## config.mk

```make
export PLATFORM = sky130hd
export DESIGN_NAME = haar_wavelet_multilevel
export DESIGN_NICKNAME = d
export VERILOG_FILES = /design/src/rtl/hwm_pkg.sv /design/src/rtl/hwm_front.sv /design/src/rtl/hwm_fifo.sv /design/src/rtl/hwm_back.sv /design/src/rtl/haar_wavelet_multilevel.sv
export SDC_FILE = /design/constraint.sdc
export NUM_CORES = 1
export LEC_CHECK = 0
export BUFFER_PORTS_ARGS = -buffer_cell sky130_fd_sc_hd__clkbuf_2
export CORE_MARGIN = 2
export CORE_UTILIZATION = 52
export DETAILED_ROUTE_END_ITERATION = 16
export GPL_TIMING_DRIVEN = 0
export PLACE_DENSITY = 0.7
export REMOVE_ABC_BUFFERS = 1
export SLEW_MARGIN = 30
export SYNTH_ARGS = -nofsm -noshare
export SYNTH_HDL_FRONTEND = slang
export SYNTH_SLANG_ARGS = --single-unit
```

## constraint.sdc

```tcl
create_clock -name clk -period 3 [get_ports clk]
set_clock_uncertainty 0.15 [all_clocks]
set_input_delay 0.75 -clock clk [delete_from_list [all_inputs] [get_ports clk]]
set_output_delay 0.75 -clock clk [all_outputs]
set_load 0.01 [all_outputs]
```

## src/rtl/hwm_pkg.sv

```systemverilog
// Shared constants for the multilevel Haar wavelet block.
`default_nettype none

package hwm_pkg;

    localparam int DEF_POINTS      = 16;
    localparam int DEF_SAMPLE_BITS = 16;
    localparam int QUEUE_DEPTH     = 2;

endpackage

`default_nettype wire

```

## src/rtl/hwm_front.sv

```systemverilog
// Front end: accepts sample beats, scales them and tags each with its frame position.
`default_nettype none

module hwm_front #(
    parameter int POINTS      = hwm_pkg::DEF_POINTS,
    parameter int SAMPLE_BITS = hwm_pkg::DEF_SAMPLE_BITS
) (
    input  wire logic                                             clk,
    input  wire logic                                             rst_n,
    input  wire logic                                             s_tvalid,
    output logic                                                  s_tready,
    input  wire logic [SAMPLE_BITS-1:0]                           sample,
    input  wire logic                                             q_full,
    output logic                                                  q_push,
    output logic [SAMPLE_BITS+2*$clog2(POINTS):0]                 q_data
);

    localparam int L = $clog2(POINTS);

    logic [L-1:0] count_reg;
    logic         last;

    assign s_tready = !q_full;
    assign q_push   = s_tvalid && !q_full;
    assign last     = (count_reg == L'(POINTS - 1));

    // Entry layout from the lowest bit: scaled sample, position, last flag.
    // Appending L zero bits scales the sample by 2^L with its sign kept.
    assign q_data = {last, count_reg, sample, {L{1'b0}}};

    always_ff @(posedge clk or negedge rst_n)
    begin
        if (!rst_n)
        begin
            count_reg <= '0;
        end
        else if (q_push)
        begin
            count_reg <= count_reg + L'(1);
        end
    end

endmodule

`default_nettype wire

```

## src/rtl/hwm_fifo.sv

```systemverilog
// Small queue between the front end and the transform engine.
`default_nettype none

module hwm_fifo #(
    parameter int WIDTH = 8,
    parameter int DEPTH = hwm_pkg::QUEUE_DEPTH
) (
    input  wire logic             clk,
    input  wire logic             rst_n,
    input  wire logic             push,
    input  wire logic [WIDTH-1:0] din,
    output logic                  full,
    output logic                  valid,
    output logic [WIDTH-1:0]      dout,
    input  wire logic             pop
);

    localparam int PW = (DEPTH > 1) ? $clog2(DEPTH) : 1;
    localparam int CNTW = $clog2(DEPTH + 1);

    logic [WIDTH-1:0] slot_reg [DEPTH];
    logic [PW-1:0]    wr_ptr_reg;
    logic [PW-1:0]    rd_ptr_reg;
    logic [CNTW-1:0]  cnt_reg;
    logic             do_push;
    logic             do_pop;

    assign full    = (cnt_reg == CNTW'(DEPTH));
    assign valid   = (cnt_reg != '0);
    assign dout    = slot_reg[rd_ptr_reg];
    assign do_push = push && !full;
    assign do_pop  = pop && valid;

    always_ff @(posedge clk or negedge rst_n)
    begin
        if (!rst_n)
        begin
            wr_ptr_reg <= '0;
            rd_ptr_reg <= '0;
            cnt_reg    <= '0;
        end
        else
        begin
            if (do_push)
            begin
                wr_ptr_reg <= (wr_ptr_reg == PW'(DEPTH - 1)) ? '0 : wr_ptr_reg + PW'(1);
            end
            if (do_pop)
            begin
                rd_ptr_reg <= (rd_ptr_reg == PW'(DEPTH - 1)) ? '0 : rd_ptr_reg + PW'(1);
            end
            if (do_push && !do_pop)
            begin
                cnt_reg <= cnt_reg + CNTW'(1);
            end
            else if (do_pop && !do_push)
            begin
                cnt_reg <= cnt_reg - CNTW'(1);
            end
        end
    end

    always_ff @(posedge clk)
    begin
        if (do_push)
        begin
            slot_reg[wr_ptr_reg] <= din;
        end
    end

endmodule

`default_nettype wire

```

## src/rtl/hwm_back.sv

```systemverilog
// Transform engine: stores the frame, runs the Haar levels and streams the coefficients.
`default_nettype none

module hwm_back #(
    parameter int POINTS      = hwm_pkg::DEF_POINTS,
    parameter int SAMPLE_BITS = hwm_pkg::DEF_SAMPLE_BITS
) (
    input  wire logic                                        clk,
    input  wire logic                                        rst_n,
    input  wire logic                                        q_valid,
    input  wire logic [SAMPLE_BITS+2*$clog2(POINTS):0]       q_data,
    output logic                                             q_pop,
    output logic                                             m_tvalid,
    input  wire logic                                        m_tready,
    output logic [SAMPLE_BITS+$clog2(POINTS)-1:0]            coefficient,
    output logic [$clog2(POINTS)-1:0]                        position,
    output logic                                             final_res
);

    localparam int L  = $clog2(POINTS);
    localparam int CW = SAMPLE_BITS + L;

    typedef enum logic [1:0] {
        S_LOAD,
        S_CALC,
        S_DRAIN,
        S_EMIT
    } state_t;

    state_t        state_reg;
    logic [L-1:0]  half_reg;
    logic [L-1:0]  pair_reg;
    logic          calc_vld_reg;
    logic [L-1:0]  calc_i_reg;
    logic [L-1:0]  calc_half_reg;
    logic [CW-1:0] ra_reg;
    logic [CW-1:0] rb_reg;
    logic [CW-1:0] final_avg_reg;
    logic [L-1:0]  emit_k_reg;
    logic          pend_reg;
    logic [L-1:0]  pend_pos_reg;
    logic [CW-1:0] coef_rd_reg;
    logic          m_valid_reg;
    logic [CW-1:0] m_coef_reg;
    logic [L-1:0]  m_pos_reg;
    logic          m_last_reg;

    logic [CW-1:0] work_mem [POINTS];
    logic [CW-1:0] coef_mem [POINTS];

    logic [CW-1:0] q_value;
    logic [L-1:0]  q_idx;
    logic          q_last;
    logic          load_wr;
    logic          emit_issue;
    logic [L-1:0]  addr_a;
    logic [L-1:0]  addr_b;
    logic [CW:0]   sum;
    logic [CW:0]   dif;
    logic [CW-1:0] avg;
    logic [CW-1:0] half_dif;
    logic          work_we;
    logic [L-1:0]  work_waddr;
    logic [CW-1:0] work_wdata;

    assign q_value = q_data[CW-1:0];
    assign q_idx   = q_data[CW+L-1:CW];
    assign q_last  = q_data[CW+L];

    assign load_wr    = (state_reg == S_LOAD) && q_valid;
    assign q_pop      = load_wr;
    assign emit_issue = (state_reg == S_EMIT) && !pend_reg && (!m_valid_reg || m_tready);

    // Pair i of a level reads entries 2i and 2i+1.
    assign addr_a = pair_reg << 1;
    assign addr_b = addr_a | L'(1);

    // The operands carry enough zero fraction bits that the halving is exact.
    assign sum      = {ra_reg[CW-1], ra_reg} + {rb_reg[CW-1], rb_reg};
    assign dif      = {ra_reg[CW-1], ra_reg} - {rb_reg[CW-1], rb_reg};
    assign avg      = sum[CW:1];
    assign half_dif = dif[CW:1];

    // Averages go back in place: entry i is written only after pair i/2 has read it.
    always_comb
    begin
        work_we    = 1'b0;
        work_waddr = q_idx;
        work_wdata = q_value;
        if (calc_vld_reg)
        begin
            work_we    = 1'b1;
            work_waddr = calc_i_reg;
            work_wdata = avg;
        end
        else if (load_wr)
        begin
            work_we = 1'b1;
        end
    end

    always_ff @(posedge clk)
    begin
        if (work_we)
        begin
            work_mem[work_waddr] <= work_wdata;
        end
        ra_reg <= work_mem[addr_a];
        rb_reg <= work_mem[addr_b];
    end

    always_ff @(posedge clk)
    begin
        if (calc_vld_reg)
        begin
            coef_mem[calc_half_reg + calc_i_reg] <= half_dif;
        end
        if (emit_issue)
        begin
            coef_rd_reg <= coef_mem[emit_k_reg];
        end
    end

    always_ff @(posedge clk)
    begin
        if (calc_vld_reg && (calc_half_reg == L'(1)))
        begin
            final_avg_reg <= avg;
        end
        pend_pos_reg <= emit_k_reg;
        calc_i_reg   <= pair_reg;
        calc_half_reg <= half_reg;
    end

    always_ff @(posedge clk or negedge rst_n)
    begin
        if (!rst_n)
        begin
            state_reg    <= S_LOAD;
            half_reg     <= L'(POINTS / 2);
            pair_reg     <= '0;
            calc_vld_reg <= 1'b0;
            emit_k_reg   <= '0;
            pend_reg     <= 1'b0;
            m_valid_reg  <= 1'b0;
            m_coef_reg   <= '0;
            m_pos_reg    <= '0;
            m_last_reg   <= 1'b0;
        end
        else
        begin
            calc_vld_reg <= (state_reg == S_CALC);
            pend_reg     <= emit_issue;
            if (pend_reg)
            begin
                m_valid_reg <= 1'b1;
                // Position zero holds the overall average, kept outside the memory.
                m_coef_reg  <= (pend_pos_reg == '0) ? final_avg_reg : coef_rd_reg;
                m_pos_reg   <= pend_pos_reg;
                m_last_reg  <= (pend_pos_reg == L'(POINTS - 1));
            end
            else if (m_tready)
            begin
                m_valid_reg <= 1'b0;
            end

            case (state_reg)
                S_LOAD:
                begin
                    if (load_wr && q_last)
                    begin
                        state_reg <= S_CALC;
                        half_reg  <= L'(POINTS / 2);
                        pair_reg  <= '0;
                    end
                end
                S_CALC:
                begin
                    if (pair_reg == half_reg - L'(1))
                    begin
                        state_reg <= S_DRAIN;
                    end
                    else
                    begin
                        pair_reg <= pair_reg + L'(1);
                    end
                end
                S_DRAIN:
                begin
                    // This idle state lets the last average of a level land
                    // before the next level reads it.
                    if (half_reg == L'(1))
                    begin
                        state_reg  <= S_EMIT;
                        emit_k_reg <= '0;
                    end
                    else
                    begin
                        state_reg <= S_CALC;
                        half_reg  <= half_reg >> 1;
                        pair_reg  <= '0;
                    end
                end
                S_EMIT:
                begin
                    if (emit_issue)
                    begin
                        emit_k_reg <= emit_k_reg + L'(1);
                        if (emit_k_reg == L'(POINTS - 1))
                        begin
                            state_reg <= S_LOAD;
                        end
                    end
                end
                default:
                begin
                    state_reg <= S_LOAD;
                end
            endcase
        end
    end

    assign m_tvalid    = m_valid_reg;
    assign coefficient = m_coef_reg;
    assign position    = m_pos_reg;
    assign final_res   = m_last_reg;

endmodule

`default_nettype wire

```

## src/rtl/haar_wavelet_multilevel.sv

```systemverilog
// Top level of the multilevel Haar wavelet decomposition block.
// The block collects a frame of POINTS signed samples, one per input beat, scales each by
// 2^L with L = log2(POINTS), and after the last sample runs the full Haar decomposition:
// every level writes pairwise averages to the front half of the span and half-differences
// to the back half, until the span is one. It then sends the POINTS coefficients in array
// order, with tlast on the last one. Samples are loaded through a two-entry queue. The
// transform handles one pair at a time, set by the single two-read, one-write port of the
// working memory, and each level ends in an idle drain state. Emission issues the next
// coefficient read only after the registered read of the previous one from the coefficient
// memory has been passed on. Up to two samples of the next frame are queued meanwhile. No
// clearing pass is needed after reset.
`default_nettype none

module haar_wavelet_multilevel #(
    parameter int POINTS      = hwm_pkg::DEF_POINTS,
    parameter int SAMPLE_BITS = hwm_pkg::DEF_SAMPLE_BITS
) (
    input  wire logic                                                clk,
    input  wire logic                                                rst_n,
    input  wire logic                                                s_tvalid,
    output logic                                                     s_tready,
    // Fields from bit 0: sample.
    input  wire logic [((SAMPLE_BITS+7)/8)*8-1:0]                    s_tdata,
    output logic                                                     m_tvalid,
    input  wire logic                                                m_tready,
    // Fields from bit 0: coefficient, position.
    output logic [((SAMPLE_BITS+2*$clog2(POINTS)+7)/8)*8-1:0]        m_tdata,
    output logic                                                     m_tlast
);

    localparam int L     = $clog2(POINTS);
    localparam int CW    = SAMPLE_BITS + L;
    localparam int EW    = CW + L + 1;
    localparam int OUT_W = ((CW + L + 7) / 8) * 8;

    logic          q_full;
    logic          q_push;
    logic [EW-1:0] q_din;
    logic          q_valid;
    logic [EW-1:0] q_dout;
    logic          q_pop;
    logic [CW-1:0] coefficient;
    logic [L-1:0]  position;

    hwm_front #(
        .POINTS      (POINTS),
        .SAMPLE_BITS (SAMPLE_BITS)
    ) u_front (
        .clk      (clk),
        .rst_n    (rst_n),
        .s_tvalid (s_tvalid),
        .s_tready (s_tready),
        .sample   (s_tdata[SAMPLE_BITS-1:0]),
        .q_full   (q_full),
        .q_push   (q_push),
        .q_data   (q_din)
    );

    hwm_fifo #(
        .WIDTH (EW),
        .DEPTH (hwm_pkg::QUEUE_DEPTH)
    ) u_fifo (
        .clk   (clk),
        .rst_n (rst_n),
        .push  (q_push),
        .din   (q_din),
        .full  (q_full),
        .valid (q_valid),
        .dout  (q_dout),
        .pop   (q_pop)
    );

    hwm_back #(
        .POINTS      (POINTS),
        .SAMPLE_BITS (SAMPLE_BITS)
    ) u_back (
        .clk         (clk),
        .rst_n       (rst_n),
        .q_valid     (q_valid),
        .q_data      (q_dout),
        .q_pop       (q_pop),
        .m_tvalid    (m_tvalid),
        .m_tready    (m_tready),
        .coefficient (coefficient),
        .position    (position),
        .final_res   (m_tlast)
    );

    assign m_tdata = OUT_W'({position, coefficient});

    // The engine only takes a queue entry that is really there.
    a_pop_valid: assert property (@(posedge clk) disable iff (!rst_n)
        q_pop |-> q_valid)
        else $error("queue popped while empty");

    // The beat that closes a frame carries the highest position.
    a_last_pos: assert property (@(posedge clk) disable iff (!rst_n)
        (m_tvalid && m_tlast) |-> (m_tdata[CW+L-1:CW] == L'(POINTS - 1)))
        else $error("tlast on a beat that is not the last coefficient");

    // A full queue always pushes back on the sample side.
    a_full_stall: assert property (@(posedge clk) disable iff (!rst_n)
        (q_full && !q_pop) |=> !q_push || !$past(q_full))
        else $error("sample accepted into a full queue");

endmodule

`default_nettype wire

```

==> impl_metrics.env <==
export IMPL_antenna_cells=0
export IMPL_critical_path_startpoint="u_back.rb_reg[2]"
export IMPL_remaining_drc_errors=0
export IMPL_grt_usage_pct=22.7
export IMPL_seq_area_um2=24000
export IMPL_synth_fa_ha_area_share_pct=1.98
export IMPL_synth_top_family_by_area="multiplexers"
export IMPL_gp_congestion=0.818
export IMPL_drv_slew=0
export IMPL_synth_compound_area_share_pct=3.28
export IMPL_synth_xor_area_share_pct=1.55
export IMPL_worstSetupPathType="reg2reg"
export IMPL_fp_dieH_um=255
export IMPL_cp_data_arrival_time_ps=3190
export IMPL_worstMarginPinSlew_ps=883
export IMPL_cts_buffer_depth=3
export IMPL_start_util_pct=52.8
export IMPL_detail_route_wl_per_cell_um=26.7
export IMPL_fin_nets=1915
export IMPL_yosysUniqueCellTypes=74
export IMPL_r2r_end="u_back.coef_mem[13][16]"
export IMPL_grt_antenna_before_repair=1
export IMPL_ys_seq_area_share_pct=73.3
export IMPL_setup_viol=0
export IMPL_nFillCells=4116
export IMPL_r2r_start="u_back.rb_reg[2]"
export IMPL_fin_crit_sh_pct=99.4
export IMPL_max_freq_mhz=335
export IMPL_first_pass_iters=5
export IMPL_dieArea_um2=64900
export IMPL_r2r_slack_ps=20
export IMPL_cts_tree="built"
export IMPL_num_rows=91
export IMPL_grt_pass1_wl_um=106000
export IMPL_syn_avg_cell_area_um2=19.3
export IMPL_area_delta_synth_final_pct=19.0
export IMPL_synth_seq_cells=824
export IMPL_antenna_left=0
export IMPL_syn_area_um2=32700
export IMPL_rr_worst_depth=10
export IMPL_cp_required_ps=3210
export IMPL_drt_iter0_drc=1656
export IMPL_synth_area_mux_share_pct=15.3
export IMPL_cts_max_level=3
export IMPL_routed_wl_um=73400
export IMPL_worst_skew_pair_late_latency_ps=640
export IMPL_relSlewSlack_pct=41.0
export IMPL_run_status="completed"
export IMPL_start_kind="flop"
export IMPL_io_buffers=46
export IMPL_hpwl_um=45400
export IMPL_grt_max_degree=54
export IMPL_multi_input_area_um2=9170
export IMPL_layout_drive_gt1_share_pct=33.4
export IMPL_grt_pass1_vias=16800
export IMPL_utilization_pct=62.9
export IMPL_root_buffer="clkbuf_16"
export IMPL_numCtsBuffers=81
export IMPL_syn_inst=1692
export IMPL_clock_sinks=824
export IMPL_crit_end="u_back.coef_mem[13][16]"
export IMPL_die_w_um=255
export IMPL_cap_violations=0
export IMPL_grt_overflow=0
export IMPL_synth_edf_count=722
export IMPL_io_pins=47
export IMPL_min_period_ps=2980
export IMPL_vias_per_cell=6.01
export IMPL_hold_class="in2reg"
export IMPL_core_area_um2=61900
export IMPL_yosys_area_share_simple_pct=2.91
export IMPL_clk_pin_slew_worst_paths_ps=60
export IMPL_hold_violations=0
export IMPL_crit_fanout=16
export IMPL_yosysWarnings=0
export IMPL_synth_ff_type="edfxtp_1"
export IMPL_synthArstFlopShare_pct=6.07
export IMPL_endpoint_kind="flop"
export IMPL_dr_total_vias=16500
-- routing by layer --
metal,global-route usage [%],vias up,wire length [um]
met3,4.38,140,5010
met2,38.8,630,37900
li1,-,7061,-
met1,30.0,8675,28800
met5,0,-,15
met4,6.10,2,1630
-- cell usage in the layout (no fill, tap or decap), types with 39 or more instances in the layout --
master / Yosys / final
clkbuf_16: 0 / 83
mux2i_1: 42 / 42
dfrtp_1: 49 / 39
nand2_1: 49 / 48
mux2_2: 47 / 47
clkbuf_2: 0 / 45
inv_1: 45 / 45
edfxtp_1: 722 / 722
nor2_1: 95 / 60
a21oi_1: 48 / 40
dfxtp_1: 52 / 47
mux4_2: 180 / 180
-- cell families after synthesis --
group | Yosys count
and+or+nand+nor | 204
buffers and inverters | 130
adders and majority gates | 50
AOI/OAI and AO/OA | 157
muxes | 269
DFF | 824
xor gates and xnor gates | 58
-- what timing repair did --
item / 4_1_cts / 5_1_grt
pin swaps: 10 / 31
setup buffers: 18 / 30
cloned: 0 / 5
endpoints found under the hold margin: 19 / 0
setup endpoints to repair: 516 / 592
hold buffers: 1 / 0
gates resized for setup: 46 / 58
-- stage by stage --
stage | hold slack [ps] | setup slack (ps) | std cells | area [um2] | setup TNS [ps]
after floorplan | 257 | -1740 | 1608 | 32300 | -125120
after CTS | 121 | -199 | 2714 | 38200 | -15620
after detailed placement | 290 | -787 | 2545 | 35200 | -116140
after global routing | 130 | -52.7 | 2749 | 38900 | -2080
final | 152 | 17.4 | 2749 | 38900 | 0
after global placement | 290 | -4290 | 2491 | 33600 | -1585040
-- layout make-up --
cell class / count / share of cell area [%]
Multi-Input combinational cell: 743 / 23.6
Tap cell: 837 / 2.69
Timing Repair Buffer: 149 / 5.16
Inverter: 46 / 0.444
Sequential cell: 824 / 61.7
Clock inverter: 36 / 0.730
Clock buffer: 114 / 5.74
-- cell usage after synthesis, types with 3 or more instances --
master    count  area share (%)
o31ai_1       7            0.16
xnor2_1      43             1.2
mux2_2       47             1.6
and3_1        3           0.057
inv_1        45            0.52
o21bai_1      4           0.092
nor2b_1       7            0.13
nand2b_1      8            0.15
a211oi_1      3           0.069
nand3_1      10            0.15
clkbuf_1     42            0.48
edfxtp_1    722              66
buf_1         9            0.10
nor4_1        4           0.076
a21oi_1      48            0.73
mux4_2      180              12
a21o_1       18            0.41
and2_1        4           0.076
dfxtp_1      52             3.2
dfrtp_1      49             3.7
xor2_1       15            0.40
nand4_1       4           0.076
nor3_1        5           0.076
a31oi_1       6            0.11
buf_4         4           0.092
nor2_1       95             1.1
buf_2        26            0.40
nand2_1      49            0.56
ha_1         47             1.8
mux2i_1      42             1.3
a22o_1       10            0.27
buf_6         3            0.10
fa_1          3            0.18
o21a_1        3           0.069
o21ai_0      24            0.37
o211ai_1      5            0.11
-- worst min-delay path by stage --
stage | endpoint | startpoint | slack (ps) | cells past startpoint
final | u_fifo.slot_reg[1][14] | s_tdata[14] | 150 | 1
after floorplan | u_back.calc_half_reg[1] | u_back.half_reg[1] | 260 | 0
after global routing | u_fifo.slot_reg[1][14] | s_tdata[14] | 130 | 1
after CTS | u_fifo.slot_reg[1][14] | s_tdata[14] | 120 | 1
after global placement | u_back.calc_half_reg[3] | u_back.half_reg[3] | 290 | 0
after detailed placement | u_back.calc_half_reg[3] | u_back.half_reg[3] | 290 | 0
-- critical path, cell delays in order, from the launching register on --
cell       delay [ps]
dfxtp_1           340
inv_1              70
ha_4              270
a21oi_1           260
o21ai_4           160
a311oi_2          320
a2bb2oi_2         120
buf_4             150
a311o_1           400
a21oi_4           230
xnor2_4           250
Power is left out: the tool's default activity adds up to more than one toggle a clock period on the data nets, which glitch-free logic cannot reach.
